## config.mk

```make
export PLATFORM = sky130hd
export DESIGN_NAME = box_filter_rate_decimator_core
export DESIGN_NICKNAME = d
export VERILOG_FILES = /design/src/design/bfrd_pkg.sv /design/src/design/bfrd_divider.sv /design/src/design/box_filter_rate_decimator_core.sv
export SDC_FILE = /design/constraint.sdc
export NUM_CORES = 1
export LEC_CHECK = 0
export BUFFER_PORTS_ARGS = -buffer_cell sky130_fd_sc_hd__buf_2
export CORE_UTILIZATION = 35
export CTS_BUF_LIST = sky130_fd_sc_hd__clkbuf_4 sky130_fd_sc_hd__clkbuf_8
export DETAILED_ROUTE_END_ITERATION = 12
export SYNTH_ARGS = -nofsm -noshare
export SYNTH_HDL_FRONTEND = slang
export SYNTH_SLANG_ARGS = --single-unit
```

## constraint.sdc

```tcl
create_clock -name clk -period 4.46 [get_ports clk]
set_clock_uncertainty 0.2 [all_clocks]
set_input_delay 0.446 -clock clk [delete_from_list [all_inputs] [get_ports clk]]
set_output_delay 0.446 -clock clk [all_outputs]
set_load 0.02 [all_outputs]
```

## src/design/bfrd_pkg.sv

```systemverilog
// Shared types and constants for the box-filter rate decimator.
// Holds the sequencer state type, the divider status bundle and register codes.
// No dependencies.
`default_nettype none

package bfrd_pkg;

  localparam int RATE_W    = 18;
  localparam int CNT_W     = 18;
  localparam int CFG_IDX_W = 2;

  localparam logic [CFG_IDX_W-1:0] CFG_INPUT_RATE  = 2'd0;
  localparam logic [CFG_IDX_W-1:0] CFG_OUTPUT_RATE = 2'd1;
  localparam logic [CFG_IDX_W-1:0] CFG_ENABLE      = 2'd2;

  localparam logic [RATE_W-1:0] INPUT_RATE_RST  = 18'd111111;
  localparam logic [RATE_W-1:0] OUTPUT_RATE_RST = 18'd48000;

  localparam logic [CNT_W-1:0] CNT_MAX = {CNT_W{1'b1}};

  typedef enum logic [2:0] {
    ST_IDLE,
    ST_LEFT_GO,
    ST_LEFT_WAIT,
    ST_RIGHT_GO,
    ST_RIGHT_WAIT,
    ST_PUSH
  } bfrd_state_t;

  typedef struct packed {
    logic busy;
    logic done;
  } bfrd_div_stat_t;

endpackage

`default_nettype wire

```

## src/design/bfrd_divider.sv

```systemverilog
// Shared iterative signed divider: one quotient bit per cycle.
// Quotient known to fit SAMPLE_BITS bits, so only that many steps are run.
// Depends on bfrd_pkg.
`default_nettype none

module bfrd_divider #(
  parameter int SAMPLE_BITS = 16,
  parameter int SUM_W       = 35
) (
  input  logic                          clk,
  input  logic                          rst_n,
  input  logic                          start,
  input  logic signed [SUM_W-1:0]       dividend,
  input  logic [bfrd_pkg::CNT_W-1:0]    divisor,
  output logic signed [SAMPLE_BITS-1:0] quotient,
  output bfrd_pkg::bfrd_div_stat_t      stat
);
  import bfrd_pkg::*;

  localparam int Q      = SAMPLE_BITS;
  localparam int STEP_W = $clog2(Q + 1);

  logic [CNT_W-1:0]  rem_r;
  logic [Q-1:0]      quo_r;
  logic [CNT_W-1:0]  div_r;
  logic              neg_r;
  logic [STEP_W-1:0] step_r;
  logic              done_r;

  logic              neg_in;
  logic [SUM_W-1:0]  mag_in;
  logic [CNT_W:0]    trial;
  logic [CNT_W+1:0]  diff;
  logic              fits;
  logic [CNT_W-1:0]  rem_nxt;

  assign neg_in = dividend[SUM_W-1];
  assign mag_in = neg_in ? (~dividend + 1'b1) : dividend;

  assign trial   = {rem_r, quo_r[Q-1]};
  assign diff    = {1'b0, trial} - {2'b00, div_r};
  assign fits    = ~diff[CNT_W+1];
  assign rem_nxt = fits ? diff[CNT_W-1:0] : trial[CNT_W-1:0];

  always_ff @(posedge clk) begin
    if (!rst_n) begin
      step_r <= '0;
      done_r <= 1'b0;
    end else if (start) begin
      step_r <= STEP_W'(Q);
      done_r <= 1'b0;
    end else if (step_r != '0) begin
      step_r <= step_r - 1'b1;
      done_r <= (step_r == STEP_W'(1));
    end else begin
      done_r <= 1'b0;
    end
  end

  // The upper dividend bits are already below the divisor, so start there.
  always_ff @(posedge clk) begin
    if (start) begin
      rem_r <= mag_in[Q +: CNT_W];
      quo_r <= mag_in[Q-1:0];
      div_r <= divisor;
      neg_r <= neg_in;
    end else if (step_r != '0) begin
      rem_r <= rem_nxt;
      quo_r <= {quo_r[Q-2:0], fits};
    end
  end

  assign quotient  = neg_r ? $signed(~quo_r + 1'b1) : $signed(quo_r);
  assign stat.busy = (step_r != '0);
  assign stat.done = done_r;

endmodule

`default_nettype wire

```

## src/design/box_filter_rate_decimator_core.sv

```systemverilog
// Box-filter fractional rate decimator, stereo, with iterative divider.
// Usage:
//   Input channel in_valid/in_ready carries one stereo sample. While enable
//   is 0 every request is taken and dropped. Otherwise both channels are
//   added to running sums and a phase accumulator grows by output_rate; when
//   it reaches input_rate one averaged sample is produced.
//   Config channel cfg_valid/cfg_ready/cfg_index/cfg_data writes input_rate
//   (0), output_rate (1) and enable (2); it is always ready and is meant to
//   be written while the block is idle. Writes do not clear the sums.
//   Output channel out_valid/out_ready carries the two averages, the slot in
//   a group of GROUP_SIZE and a last-of-group flag, held in an output
//   register until taken.
// Timing: a sample that produces no output is taken in ST_IDLE and the block
//   stays ready for the next. A sample that does runs the shared divider,
//   which resolves one quotient bit a cycle for left then right, and in_ready
//   stays low until the result is pushed. If the output register is still full the
//   block waits in its final step until out_ready frees it.
// Reset: synchronous, active low; registers return to their documented
//   values, sums, count, phase and slot clear, output goes invalid.
// Depends on bfrd_pkg and bfrd_divider.
`default_nettype none

module box_filter_rate_decimator_core #(
  parameter int SAMPLE_BITS = 16,
  parameter int GROUP_SIZE  = 4
) (
  input  logic                              clk,
  input  logic                              rst_n,
  // input request
  input  logic                              in_valid,
  output logic                              in_ready,
  input  logic signed [SAMPLE_BITS-1:0]     in_left_in,
  input  logic signed [SAMPLE_BITS-1:0]     in_right_in,
  // result request
  output logic                              out_valid,
  input  logic                              out_ready,
  output logic signed [SAMPLE_BITS-1:0]     out_left_avg,
  output logic signed [SAMPLE_BITS-1:0]     out_right_avg,
  output logic [1:0]                        out_group_slot,
  output logic                              out_group_last,
  // configuration
  input  logic                              cfg_valid,
  output logic                              cfg_ready,
  input  logic [bfrd_pkg::CFG_IDX_W-1:0]    cfg_index,
  input  logic [bfrd_pkg::RATE_W-1:0]       cfg_data
);
  import bfrd_pkg::*;

  localparam int SUM_W  = SAMPLE_BITS + 19;
  localparam int EXT_W  = SUM_W - SAMPLE_BITS;
  localparam int SLOT_W = (GROUP_SIZE > 1) ? $clog2(GROUP_SIZE) : 1;

  // configuration registers
  logic [RATE_W-1:0] input_rate_r;
  logic [RATE_W-1:0] output_rate_r;
  logic              enable_r;

  // filter state
  logic [RATE_W-1:0]       rate_accum_r;
  logic signed [SUM_W-1:0] left_sum_r;
  logic signed [SUM_W-1:0] right_sum_r;
  logic [CNT_W-1:0]        count_r;
  logic [SLOT_W-1:0]       slot_r;

  bfrd_state_t state_r, state_nxt;

  logic signed [SAMPLE_BITS-1:0] left_q_r;
  logic signed [SAMPLE_BITS-1:0] right_q_r;

  logic                          out_valid_r;
  logic signed [SAMPLE_BITS-1:0] out_left_r;
  logic signed [SAMPLE_BITS-1:0] out_right_r;
  logic [SLOT_W-1:0]             out_slot_r;
  logic                          out_last_r;

  // sequencer outputs
  logic div_start;
  logic latch_left;
  logic latch_right;
  logic push;

  logic                          in_fire;
  logic                          take;
  logic [RATE_W-1:0]             thr;
  logic [RATE_W:0]               acc;
  logic [RATE_W+1:0]             thr2;
  logic                          emit;
  logic                          sat;
  logic [RATE_W:0]               acc_sub;
  logic [RATE_W-1:0]             accum_nxt;
  logic                          slot_last;
  logic [SLOT_W+1:0]             slot_ext;

  logic signed [SUM_W-1:0]       div_dividend;
  logic signed [SAMPLE_BITS-1:0] div_q;
  bfrd_div_stat_t                div_st;

  assign cfg_ready = 1'b1;

  always_ff @(posedge clk) begin
    if (!rst_n) begin
      input_rate_r  <= INPUT_RATE_RST;
      output_rate_r <= OUTPUT_RATE_RST;
      enable_r      <= 1'b0;
    end else if (cfg_valid) begin
      unique case (cfg_index)
        CFG_INPUT_RATE:  input_rate_r  <= cfg_data;
        CFG_OUTPUT_RATE: output_rate_r <= cfg_data;
        CFG_ENABLE:      enable_r      <= cfg_data[0];
        default: ;
      endcase
    end
  end

  // Phase accumulator: a zero threshold acts as one.
  assign in_fire = in_valid && in_ready;
  assign take    = in_fire && enable_r;
  assign thr     = (input_rate_r == '0) ? RATE_W'(1) : input_rate_r;
  assign acc     = {1'b0, rate_accum_r} + {1'b0, output_rate_r};
  assign thr2    = {1'b0, thr, 1'b0};
  assign emit    = (acc >= {1'b0, thr});
  assign sat     = ({1'b0, acc} >= thr2);
  assign acc_sub = acc - {1'b0, thr};
  always_comb begin
    if (!emit) begin
      accum_nxt = acc[RATE_W-1:0];
    end else if (sat) begin
      accum_nxt = thr - 1'b1;
    end else begin
      accum_nxt = acc_sub[RATE_W-1:0];
    end
  end

  always_ff @(posedge clk) begin
    if (!rst_n) begin
      rate_accum_r <= '0;
    end else if (take) begin
      rate_accum_r <= accum_nxt;
    end
  end

  // Hold the sums once the count is full; clear them when the result is pushed.
  always_ff @(posedge clk) begin
    if (!rst_n) begin
      left_sum_r  <= '0;
      right_sum_r <= '0;
      count_r     <= '0;
    end else if (push) begin
      left_sum_r  <= '0;
      right_sum_r <= '0;
      count_r     <= '0;
    end else if (take && (count_r != CNT_MAX)) begin
      left_sum_r  <= left_sum_r + {{EXT_W{in_left_in[SAMPLE_BITS-1]}}, in_left_in};
      right_sum_r <= right_sum_r + {{EXT_W{in_right_in[SAMPLE_BITS-1]}}, in_right_in};
      count_r     <= count_r + 1'b1;
    end
  end

  assign slot_last = (slot_r == SLOT_W'(GROUP_SIZE - 1));

  always_ff @(posedge clk) begin
    if (!rst_n) begin
      slot_r <= '0;
    end else if (push) begin
      slot_r <= slot_last ? '0 : slot_r + 1'b1;
    end
  end

  assign div_dividend = (state_r == ST_RIGHT_GO) ? right_sum_r : left_sum_r;

  bfrd_divider #(
    .SAMPLE_BITS(SAMPLE_BITS),
    .SUM_W      (SUM_W)
  ) u_div (
    .clk     (clk),
    .rst_n   (rst_n),
    .start   (div_start),
    .dividend(div_dividend),
    .divisor (count_r),
    .quotient(div_q),
    .stat    (div_st)
  );

  always_ff @(posedge clk) begin
    if (!rst_n) begin
      state_r <= ST_IDLE;
    end else begin
      state_r <= state_nxt;
    end
  end

  always_comb begin
    state_nxt   = state_r;
    in_ready    = 1'b0;
    div_start   = 1'b0;
    latch_left  = 1'b0;
    latch_right = 1'b0;
    push        = 1'b0;
    unique case (state_r)
      ST_IDLE: begin
        in_ready = 1'b1;
        if (take && emit) begin
          state_nxt = ST_LEFT_GO;
        end
      end
      ST_LEFT_GO: begin
        div_start = 1'b1;
        state_nxt = ST_LEFT_WAIT;
      end
      ST_LEFT_WAIT: begin
        if (div_st.done) begin
          latch_left = 1'b1;
          state_nxt  = ST_RIGHT_GO;
        end
      end
      ST_RIGHT_GO: begin
        div_start = 1'b1;
        state_nxt = ST_RIGHT_WAIT;
      end
      ST_RIGHT_WAIT: begin
        if (div_st.done) begin
          latch_right = 1'b1;
          state_nxt   = ST_PUSH;
        end
      end
      ST_PUSH: begin
        if (!out_valid_r || out_ready) begin
          push      = 1'b1;
          state_nxt = ST_IDLE;
        end
      end
      default: state_nxt = ST_IDLE;
    endcase
  end

  always_ff @(posedge clk) begin
    if (latch_left) begin
      left_q_r <= div_q;
    end
    if (latch_right) begin
      right_q_r <= div_q;
    end
  end

  always_ff @(posedge clk) begin
    if (!rst_n) begin
      out_valid_r <= 1'b0;
    end else if (push) begin
      out_valid_r <= 1'b1;
    end else if (out_ready) begin
      out_valid_r <= 1'b0;
    end
  end

  always_ff @(posedge clk) begin
    if (push) begin
      out_left_r  <= left_q_r;
      out_right_r <= right_q_r;
      out_slot_r  <= slot_r;
      out_last_r  <= slot_last;
    end
  end

  assign slot_ext       = {2'b00, out_slot_r};
  assign out_valid      = out_valid_r;
  assign out_left_avg   = out_left_r;
  assign out_right_avg  = out_right_r;
  assign out_group_slot = slot_ext[1:0];
  assign out_group_last = out_last_r;

  // After an emitted request the phase must sit below the threshold.
  a_phase_below_thr: assert property (@(posedge clk) disable iff (!rst_n)
    (take && emit) |=> (rate_accum_r < $past(thr)))
    else $error("phase accumulator left at or above threshold");

  a_start_idle_div: assert property (@(posedge clk) disable iff (!rst_n)
    div_start |-> !div_st.busy)
    else $error("divider restarted while busy");

  a_nonzero_count: assert property (@(posedge clk) disable iff (!rst_n)
    (state_r == ST_LEFT_GO || state_r == ST_RIGHT_GO) |-> (count_r != '0))
    else $error("division started with zero count");

  a_no_input_in_div: assert property (@(posedge clk) disable iff (!rst_n)
    div_st.busy |-> !in_ready)
    else $error("input taken while divider busy");

endmodule

`default_nettype wire

```

# Word-level counts from Yosys, hierarchy flattened
# Cells that the tools add are included.
op_classes:
  add_sub_neg: 11
  magnitude_cmp: 2
  n_eq_ne: 14
  n_mux: 28
  bitwise_logic: 5
  reduce_logical: 20
ops:
  columns: ["cell", "n"]
  rows:
  - ["18-bit 2-to-1 mux", 6]
  - ["35-bit adder", 2]
  - ["16-bit 2-to-1 mux", 3]
  - ["35-bit 2-to-1 mux", 1]
  - ["34-bit by 1-bit adder with 34-bit output, second input constant", 1]
  - ["34-bit 2-to-1 mux", 1]
  - ["34-bit NOT", 1]
  - ["19-bit by 18-bit subtractor with 20-bit output", 1]
  - ["18-bit by 18-bit adder with 19-bit output", 1]
  - ["19-bit by 18-bit greater-or-equal comparator with 1-bit output", 1]
  - ["19-bit greater-or-equal comparator", 1]
  - ["18-bit by 1-bit adder with 18-bit output, second input constant", 1]
  - ["18-bit logical NOT", 1]
  - ["18-bit != test, second input constant", 1]
  - ["3-bit case mux with 6 select lines", 1]
  - ["18-bit by 1-bit subtractor with 18-bit output, second input constant", 1]
  - ["18-bit subtractor", 1]
  - ["16-bit by 1-bit adder with 16-bit output, second input constant", 1]
  - ["16-bit NOT", 1]
  - ["3-bit 2-to-1 mux", 4]
  - ["5-bit 2-to-1 mux", 2]
  - ["1-bit 2-to-1 mux", 9]
  - ["3-bit by 2-bit equality test with 1-bit output, second input constant", 2]
  - ["3-bit equality test, second input constant", 2]
  - ["21 further kinds", 34]
totals:
  ff_bits: 275
  in_bits: 57
  out_inout_bits: 38
  elab_cells: 103

# Logic depth before layout (Yosys ltp)
logic_depth:
  word_depth: 7
  mapped_depth: 23
  ltp_nobuf: 22

# Hierarchy
# From an unflattened synthesis, not the netlist that was laid out.
hier_totals:
  hier_cells: 2136
  hier_area_um2: 18810.5
by_module_without_submodules:
  columns: ["module", "instances", "cells_per_inst", "area_per_inst_um2"]
  rows:
  - ["box_filter_rate_decimator_core", 1, 1662, 14281.2]
  - ["bfrd_divider", 1, 474, 4529.3]

# Worst setup path before layout
# Ideal clock, no wire load.
synth_timing:
  kind: "reg-to-reg"
  start: "register output_rate_r[0]"
  end: "register rate_accum_r[16]"
  setup_ns: 0.120
  arrival_ns: 4.574
  setup_slack_ns: -0.434
  stages_incl_launch_ff: 23
  path_buffers: 0
  path_cell_list: "dfxtp_1 > ha_1 > inv_1 > fa_1 > nand2b_1 > a21oi_1 > nor2_1 > o31ai_1 > a21o_1 > a21oi_1 > xnor2_1 > ha_1 > a21o_1 > a21o_1 > a21o_1 > a21o_1 > a21oi_1 > o21ai_1 > or2_4 > a311o_1 > or3_1 > mux2i_1 > o31a_1"
synth_via:
  elab_chain_len: 4
  elab_cells_between_ends: 6
synth_rtl:
  columns: ["element", "line_no", "text"]
  rows:
  - ["start, declared", "box_filter_rate_decimator_core.sv:55", "logic [RATE_W-1:0] output_rate_r;"]
  - ["start signal, assigned", "box_filter_rate_decimator_core.sv:108", "CFG_OUTPUT_RATE: output_rate_r <= cfg_data;"]
  - ["18-bit by 18-bit adder with 19-bit output (*)", "box_filter_rate_decimator_core.sv:119", "assign acc = {1'b0, rate_accum_r} + {1'b0, output_rate_r};"]
  - ["18-bit subtractor / 19-bit greater-or-equal comparator (equally long branches)", "box_filter_rate_decimator_core.sv:123, box_filter_rate_decimator_core.sv:122", null]
  - ["18-bit 2-to-1 mux", "box_filter_rate_decimator_core.sv:127", "end else if (sat) begin"]
  - ["18-bit 2-to-1 mux (*)", "box_filter_rate_decimator_core.sv:125", "if (!emit) begin"]
  - ["end signal, assigned", "box_filter_rate_decimator_core.sv:138", "rate_accum_r <= accum_nxt;"]
  - ["end, declared", "box_filter_rate_decimator_core.sv:59", "logic [RATE_W-1:0] rate_accum_r;"]
# Mark *: on every way between the ends. The rest lies on a longest branch, timed or not.
# A chain may end at the register's enable or synchronous reset.

# Worst setup path in the final report
layout_timing:
  start: "register rate_accum_r[0]"
  end: "register rate_accum_r[16]"
layout_via:
  elab_chain_len: 4
  elab_cells_between_ends: 6
layout_rtl:
  columns: ["element", "line_no"]
  rows:
  - ["18-bit by 18-bit adder with 19-bit output (*)", "box_filter_rate_decimator_core.sv:119"]
  - ["18-bit subtractor / 19-bit greater-or-equal comparator (equally long branches)", "box_filter_rate_decimator_core.sv:123, box_filter_rate_decimator_core.sv:122"]
  - ["18-bit 2-to-1 mux", "box_filter_rate_decimator_core.sv:127"]
  - ["18-bit 2-to-1 mux (*)", "box_filter_rate_decimator_core.sv:125"]
# Marked as above.

==> results.rst <==
.. list-table::
   :header-rows: 1

   * - Metric
     - Value
   * - Synthesis warning total
     - 0
   * - Ports placed on the boundary
     - 95
   * - # placed instances
     - 2969
   * - Initial cell density of the core
     - 0.357
   * - Portion of netlist area occupied by mux cells
     - 0.0288
   * - Clock latency on the worst-skew pair
     - 0.66 ns
   * - Net count reported at finish
     - 2592
   * - Worst r2r dst
     - rate_accum_r[16]$_SDFFE_PN0P_
   * - Type of destination of the critical path
     - flip-flop
   * - Number of storage elements in the synthesis netlist
     - 275
   * - Top cells by area, synth
     - sky130_fd_sc_hd__edfxtp_1 20%, sky130_fd_sc_hd__dfxtp_1 17%, sky130_fd_sc_hd__ha_1 9.7%, sky130_fd_sc_hd__nand2_1 6.3%, sky130_fd_sc_hd__a21oi_1 5.4%
   * - Cell count of the worst reg-to-reg path
     - 22
   * - Maximum net fanout on the critical path
     - 4
   * - Post-layout minimum cycle time
     - 4.73 ns
   * - Synthesized-area fraction occupied by ao, oa, aoi and oai cells
     - 0.198
   * - Final cell count without fillers
     - 3108
   * - Floorplan die area
     - 0.0537 mm²
   * - Clock tree from TritonCTS
     - yes
   * - Die Span X
     - 232 µm
   * - Placement-stage cell area
     - 0.0207 mm²
   * - Fraction of final layout cells with drive strength greater than 1
     - 0.191
   * - Required arrival time at the worst endpoint
     - 4.77 ns
   * - Ratio of routed vias to standard cells
     - 5.27
   * - Aggregate global routing overflow
     - 0
   * - Areal power density over the cells
     - 389 mW/mm²
   * - Row Count
     - 83
   * - Average cell area after synthesis
     - 8.69 µm²
   * - Top achievable clock speed
     - 211 MHz
   * - # clock sinks
     - 275
   * - Floorplan die height
     - 232 µm
   * - Core box area
     - 0.0517 mm²
   * - Most used flip-flop cell after synthesis
     - sky130_fd_sc_hd__dfxtp_1
   * - Syn_nets
     - 2329
   * - Final number of hold-violating endpoints
     - 0
   * - Sequential-to-total area share from yosys stat
     - 0.363
   * - Deepest clock path buffer count
     - 3
   * - CTS clock-pin slew for the worst setup and hold paths
     - 0.06 ns
   * - Wire length of the first global-routing pass
     - 82800 µm
   * - Via count of the first global-routing pass
     - 15900
   * - Pre-Repair DR Iteration Count
     - 5
   * - Count of max-cap constraint violations
     - 0
   * - Cell variety after synth
     - 92
   * - Rel. slew slack
     - 0.293
   * - Final Cycle Share
     - 1.06
   * - Antenna Violating Nets Remaining
     - 0
   * - Largest net degree at the start of global routing
     - 63
   * - Unrepaired setup endpoints after global routing
     - true
   * - Slew Limit Fails
     - 0
   * - Count of input and output buffers
     - 93
   * - Netlist area before placement
     - 0.0185 mm²
   * - Post-route cell area
     - 0.0225 mm²
   * - 1st-iter DRT viols
     - 849
   * - Worst hold path type
     - input pin to flip-flop
   * - Worst-Margin Slew
     - 1.06 ns
   * - Endpoint of the worst setup timing path
     - rate_accum_r[16]$_SDFFE_PN0P_
   * - Initial antenna violation count
     - 1
   * - GR Util All Layers
     - 0.191
   * - Critical path class
     - flip-flop to flip-flop
   * - Adder and majority gate portion of the synthesized area
     - 0.103
   * - Root Buffer
     - sky130_fd_sc_hd__clkbuf_8
   * - Outcome
     - finished, violations left
   * - Number of buffers inserted during clock tree synthesis
     - 52
   * - Total wirelength of the detailed-routed design
     - 52000 µm
   * - Routability congestion estimate
     - 0.918
   * - Share of the synthesized netlist area taken by xor and xnor gates
     - 0.0826
   * - Number of synthesized flops with an enable pin
     - 120
   * - Vias post-DR
     - 16400
   * - Largest family of logic cells by synthesized area
     - compound AO/OA/AOI/OAI gates
   * - Largest area contributor in the netlist
     - sky130_fd_sc_hd__edfxtp_1
   * - Data arrival at the endpoint of the critical path
     - 5.04 ns
   * - Type of origin of the critical path
     - flip-flop
   * - Detailed-route wire length per cell
     - 16.7 µm
   * - Launching instance or port of the critical path
     - rate_accum_r[0]$_SDFFE_PN0P_
   * - Worst IR Drop VDD
     - 218 µV
   * - Filler cells
     - 5057
   * - Failing checks
     - negative setup slack
   * - Synthesized-area fraction occupied by and/or/nand/nor cells
     - 0.187
   * - Total leakage power
     - 9.72 nW
   * - Setup slack, reg-to-reg
     - -0.27 ns
   * - Area added between synthesis and finish
     - 22.1%
   * - Post-route DRC
     - 0
   * - Top-area cell type share of the netlist area
     - 0.195
   * - Crit path setup slack, layout
     - -0.269 ns
   * - Detailed placer's ending HPWL
     - 38500 µm
   * - H-tree Lvls
     - 2
   * - Mapped Cells
     - 2124
   * - Final number of setup-violating endpoints
     - 19
   * - Post-synthesis async set-or-reset flop share
     - 0
   * - Reg-to-Reg Start
     - rate_accum_r[0]$_SDFFE_PN0P_
==> cell usage after synthesis (6+ instances only) <==
cell	count
sky130_fd_sc_hd__nand2_1	311
sky130_fd_sc_hd__mux2i_1	52
sky130_fd_sc_hd__a211o_1	12
sky130_fd_sc_hd__a31oi_1	32
sky130_fd_sc_hd__xnor2_1	107
sky130_fd_sc_hd__or4_1	7
sky130_fd_sc_hd__and4_1	8
sky130_fd_sc_hd__and2_1	11
sky130_fd_sc_hd__clkbuf_1	67
sky130_fd_sc_hd__o21bai_1	9
sky130_fd_sc_hd__nand2b_1	20
sky130_fd_sc_hd__o21ai_1	8
sky130_fd_sc_hd__o31ai_1	18
sky130_fd_sc_hd__nor3_1	45
sky130_fd_sc_hd__nor2b_1	19
sky130_fd_sc_hd__or3_1	27
sky130_fd_sc_hd__ha_1	143
sky130_fd_sc_hd__a21o_1	57
sky130_fd_sc_hd__o211ai_1	25
sky130_fd_sc_hd__inv_1	83
sky130_fd_sc_hd__a21oi_1	199
sky130_fd_sc_hd__xor2_1	62
sky130_fd_sc_hd__o41ai_1	7
sky130_fd_sc_hd__or2_2	11
sky130_fd_sc_hd__buf_2	6
sky130_fd_sc_hd__and3_1	20
sky130_fd_sc_hd__a311oi_1	6
sky130_fd_sc_hd__dfxtp_1	155
sky130_fd_sc_hd__nand3_1	61
sky130_fd_sc_hd__nand4_1	18
sky130_fd_sc_hd__o21a_1	21
sky130_fd_sc_hd__edfxtp_1	120
sky130_fd_sc_hd__o21ai_0	107
sky130_fd_sc_hd__a31o_2	6
sky130_fd_sc_hd__nor2_1	139
sky130_fd_sc_hd__a211oi_1	20
==> repair_timing <==
| item | in CTS | in global routing |
|---|---|---|
| endpoints found under the hold margin | 41 | 0 |
| buffers inserted | 14 | 5 |
| hold buffers | 25 | 0 |
| endpoints found under the setup margin | 19 | 19 |
| resized for setup | 40 | 21 |
| pin swaps | 38 | 18 |
==> report_power, final <==
group	internal, mW	switching [mW]
Sequential	3.11	0.221
Clock	1.53	1.16
Combinational	1.17	1.59
Total	5.81	2.97
==> metrics by stage <==
step | hold WS [ns] | setup TNS (ns) | setup slack, ns | utilization | total power [mW]
after floorplan | 0.200 | -0.112 | -0.112 | - | 5.23
after global placement | 0.200 | -4.35 | -0.356 | 0.400 | 5.91
after detailed placement | 0.205 | -5.36 | -0.385 | 0.400 | 6.01
after CTS | 0.0163 | -2.57 | -0.265 | 0.433 | 8.82
after global routing | 0.0383 | -5.69 | -0.431 | 0.436 | 9.31
final | 0.0506 | -3.29 | -0.269 | 0.436 | 8.78
==> flip-flops by register name, summed over array words and instances (netlist names), 2 cells and up <==
name            cells
u_div.rem_r        18
out_group_slot      2
out_left_avg       16
input_rate_r       18
u_div.quo_r        16
out_right_avg      16
left_sum_r         35
count_r            18
left_q_r           16
u_div.step_r        5
u_div.div_r        18
state_r             3
slot_r              2
output_rate_r      18
rate_accum_r       18
right_sum_r        35
right_q_r          16
==> routing by layer <==
| layer | track usage | up-vias | wire length [µm] |
|---|---|---|---|
| met3 | 0.0283 | 100 | 2680 |
| met5 | 0 | - | 0 |
| met4 | 0.0619 | 0 | 1420 |
| met2 | 0.307 | 387 | 23400 |
| met1 | 0.262 | 7675 | 24500 |
| li1 | - | 8217 | - |
==> cell usage in the layout (no fill, tap or decap), drive strengths merged, types with 10 or more instances in the layout <==
cell,netlist,routed
o31ai,18,18
nand4,18,18
xnor2,107,107
or2,12,12
a311oi,10,10
nand2b,20,20
inv,83,84
nor2b,20,20
a211oi,20,20
nand2,312,312
nor3,45,45
xor2,62,62
o211ai,26,26
and2,11,11
nand3,61,61
a31oi,32,32
clkinv,2,17
nor2,140,140
dlygate4sd3,0,25
a211o,12,12
o21a,22,22
clkbuf,67,74
and3,20,20
edfxtp,120,120
ha,143,143
dfxtp,155,155
mux2i,52,52
or3,28,28
a21o,57,57
o21ai,115,115
buf,16,267
a21oi,202,202
==> cell families after synthesis <==
kind of cell,after synthesis
flops,275
xor+xnor,171
compound gates,576
simple gates,730
fa+ha+maj,150
buf+inv,168
other cells,1
mux,53
==> worst min-delay path by stage <==
| stage | start | to | slack, ns | cells past startpoint |
|---|---|---|---|---|
| 2_1_floorplan | left_q_r[0]$_DFFE_PP_ | out_left_avg[0]$_DFFE_PP_ | 0.20 | 0 |
| 5_1_grt | in_valid | state_r[0]$_SDFFE_PN0P_ | 0.04 | 4 |
| 6_report | in_valid | state_r[0]$_SDFFE_PN0P_ | 0.05 | 4 |
| 3_3_place_gp | left_q_r[11]$_DFFE_PP_ | out_left_avg[11]$_DFFE_PP_ | 0.20 | 0 |
| 4_1_cts | in_valid | state_r[0]$_SDFFE_PN0P_ | 0.02 | 4 |
| 3_5_place_dp | left_q_r[13]$_DFFE_PP_ | out_left_avg[13]$_DFFE_PP_ | 0.20 | 0 |
==> cell type report <==
cell class | instances | area (µm²) | area share
multi-input combinational | 1681 | 11500 | 0.508
sequential | 275 | 6710 | 0.298
timing repair buffer | 292 | 2070 | 0.0920
clock buffer | 74 | 931 | 0.0413
tap | 680 | 851 | 0.0377
inverter | 85 | 319 | 0.0142
clock inverter | 20 | 206 | 0.00916
antenna | 1 | 2.50 | 0.000111
==> worst max-delay path, cell delays in order, from the launching register on <==
cell                       delay (ns)
sky130_fd_sc_hd__dfxtp_2         0.35
sky130_fd_sc_hd__ha_4            0.14
sky130_fd_sc_hd__inv_2           0.04
sky130_fd_sc_hd__fa_2            0.41
sky130_fd_sc_hd__nand2b_4        0.17
sky130_fd_sc_hd__a21oi_4         0.16
sky130_fd_sc_hd__nor2_4          0.07
sky130_fd_sc_hd__o31ai_4         0.22
sky130_fd_sc_hd__a21o_1          0.18
sky130_fd_sc_hd__a21oi_2         0.08
sky130_fd_sc_hd__xnor2_2         0.16
sky130_fd_sc_hd__ha_1            0.32
sky130_fd_sc_hd__a21o_1          0.18
sky130_fd_sc_hd__a21o_1          0.15
sky130_fd_sc_hd__a21o_1          0.15
sky130_fd_sc_hd__a21o_1          0.16
sky130_fd_sc_hd__a21oi_2         0.14
sky130_fd_sc_hd__o21ai_2         0.07
sky130_fd_sc_hd__or2_4           0.25
sky130_fd_sc_hd__a311o_1         0.27
sky130_fd_sc_hd__or3_1           0.33
sky130_fd_sc_hd__mux2i_1         0.13
sky130_fd_sc_hd__o31a_1          0.24
Power figures use the tool's default switching activity.
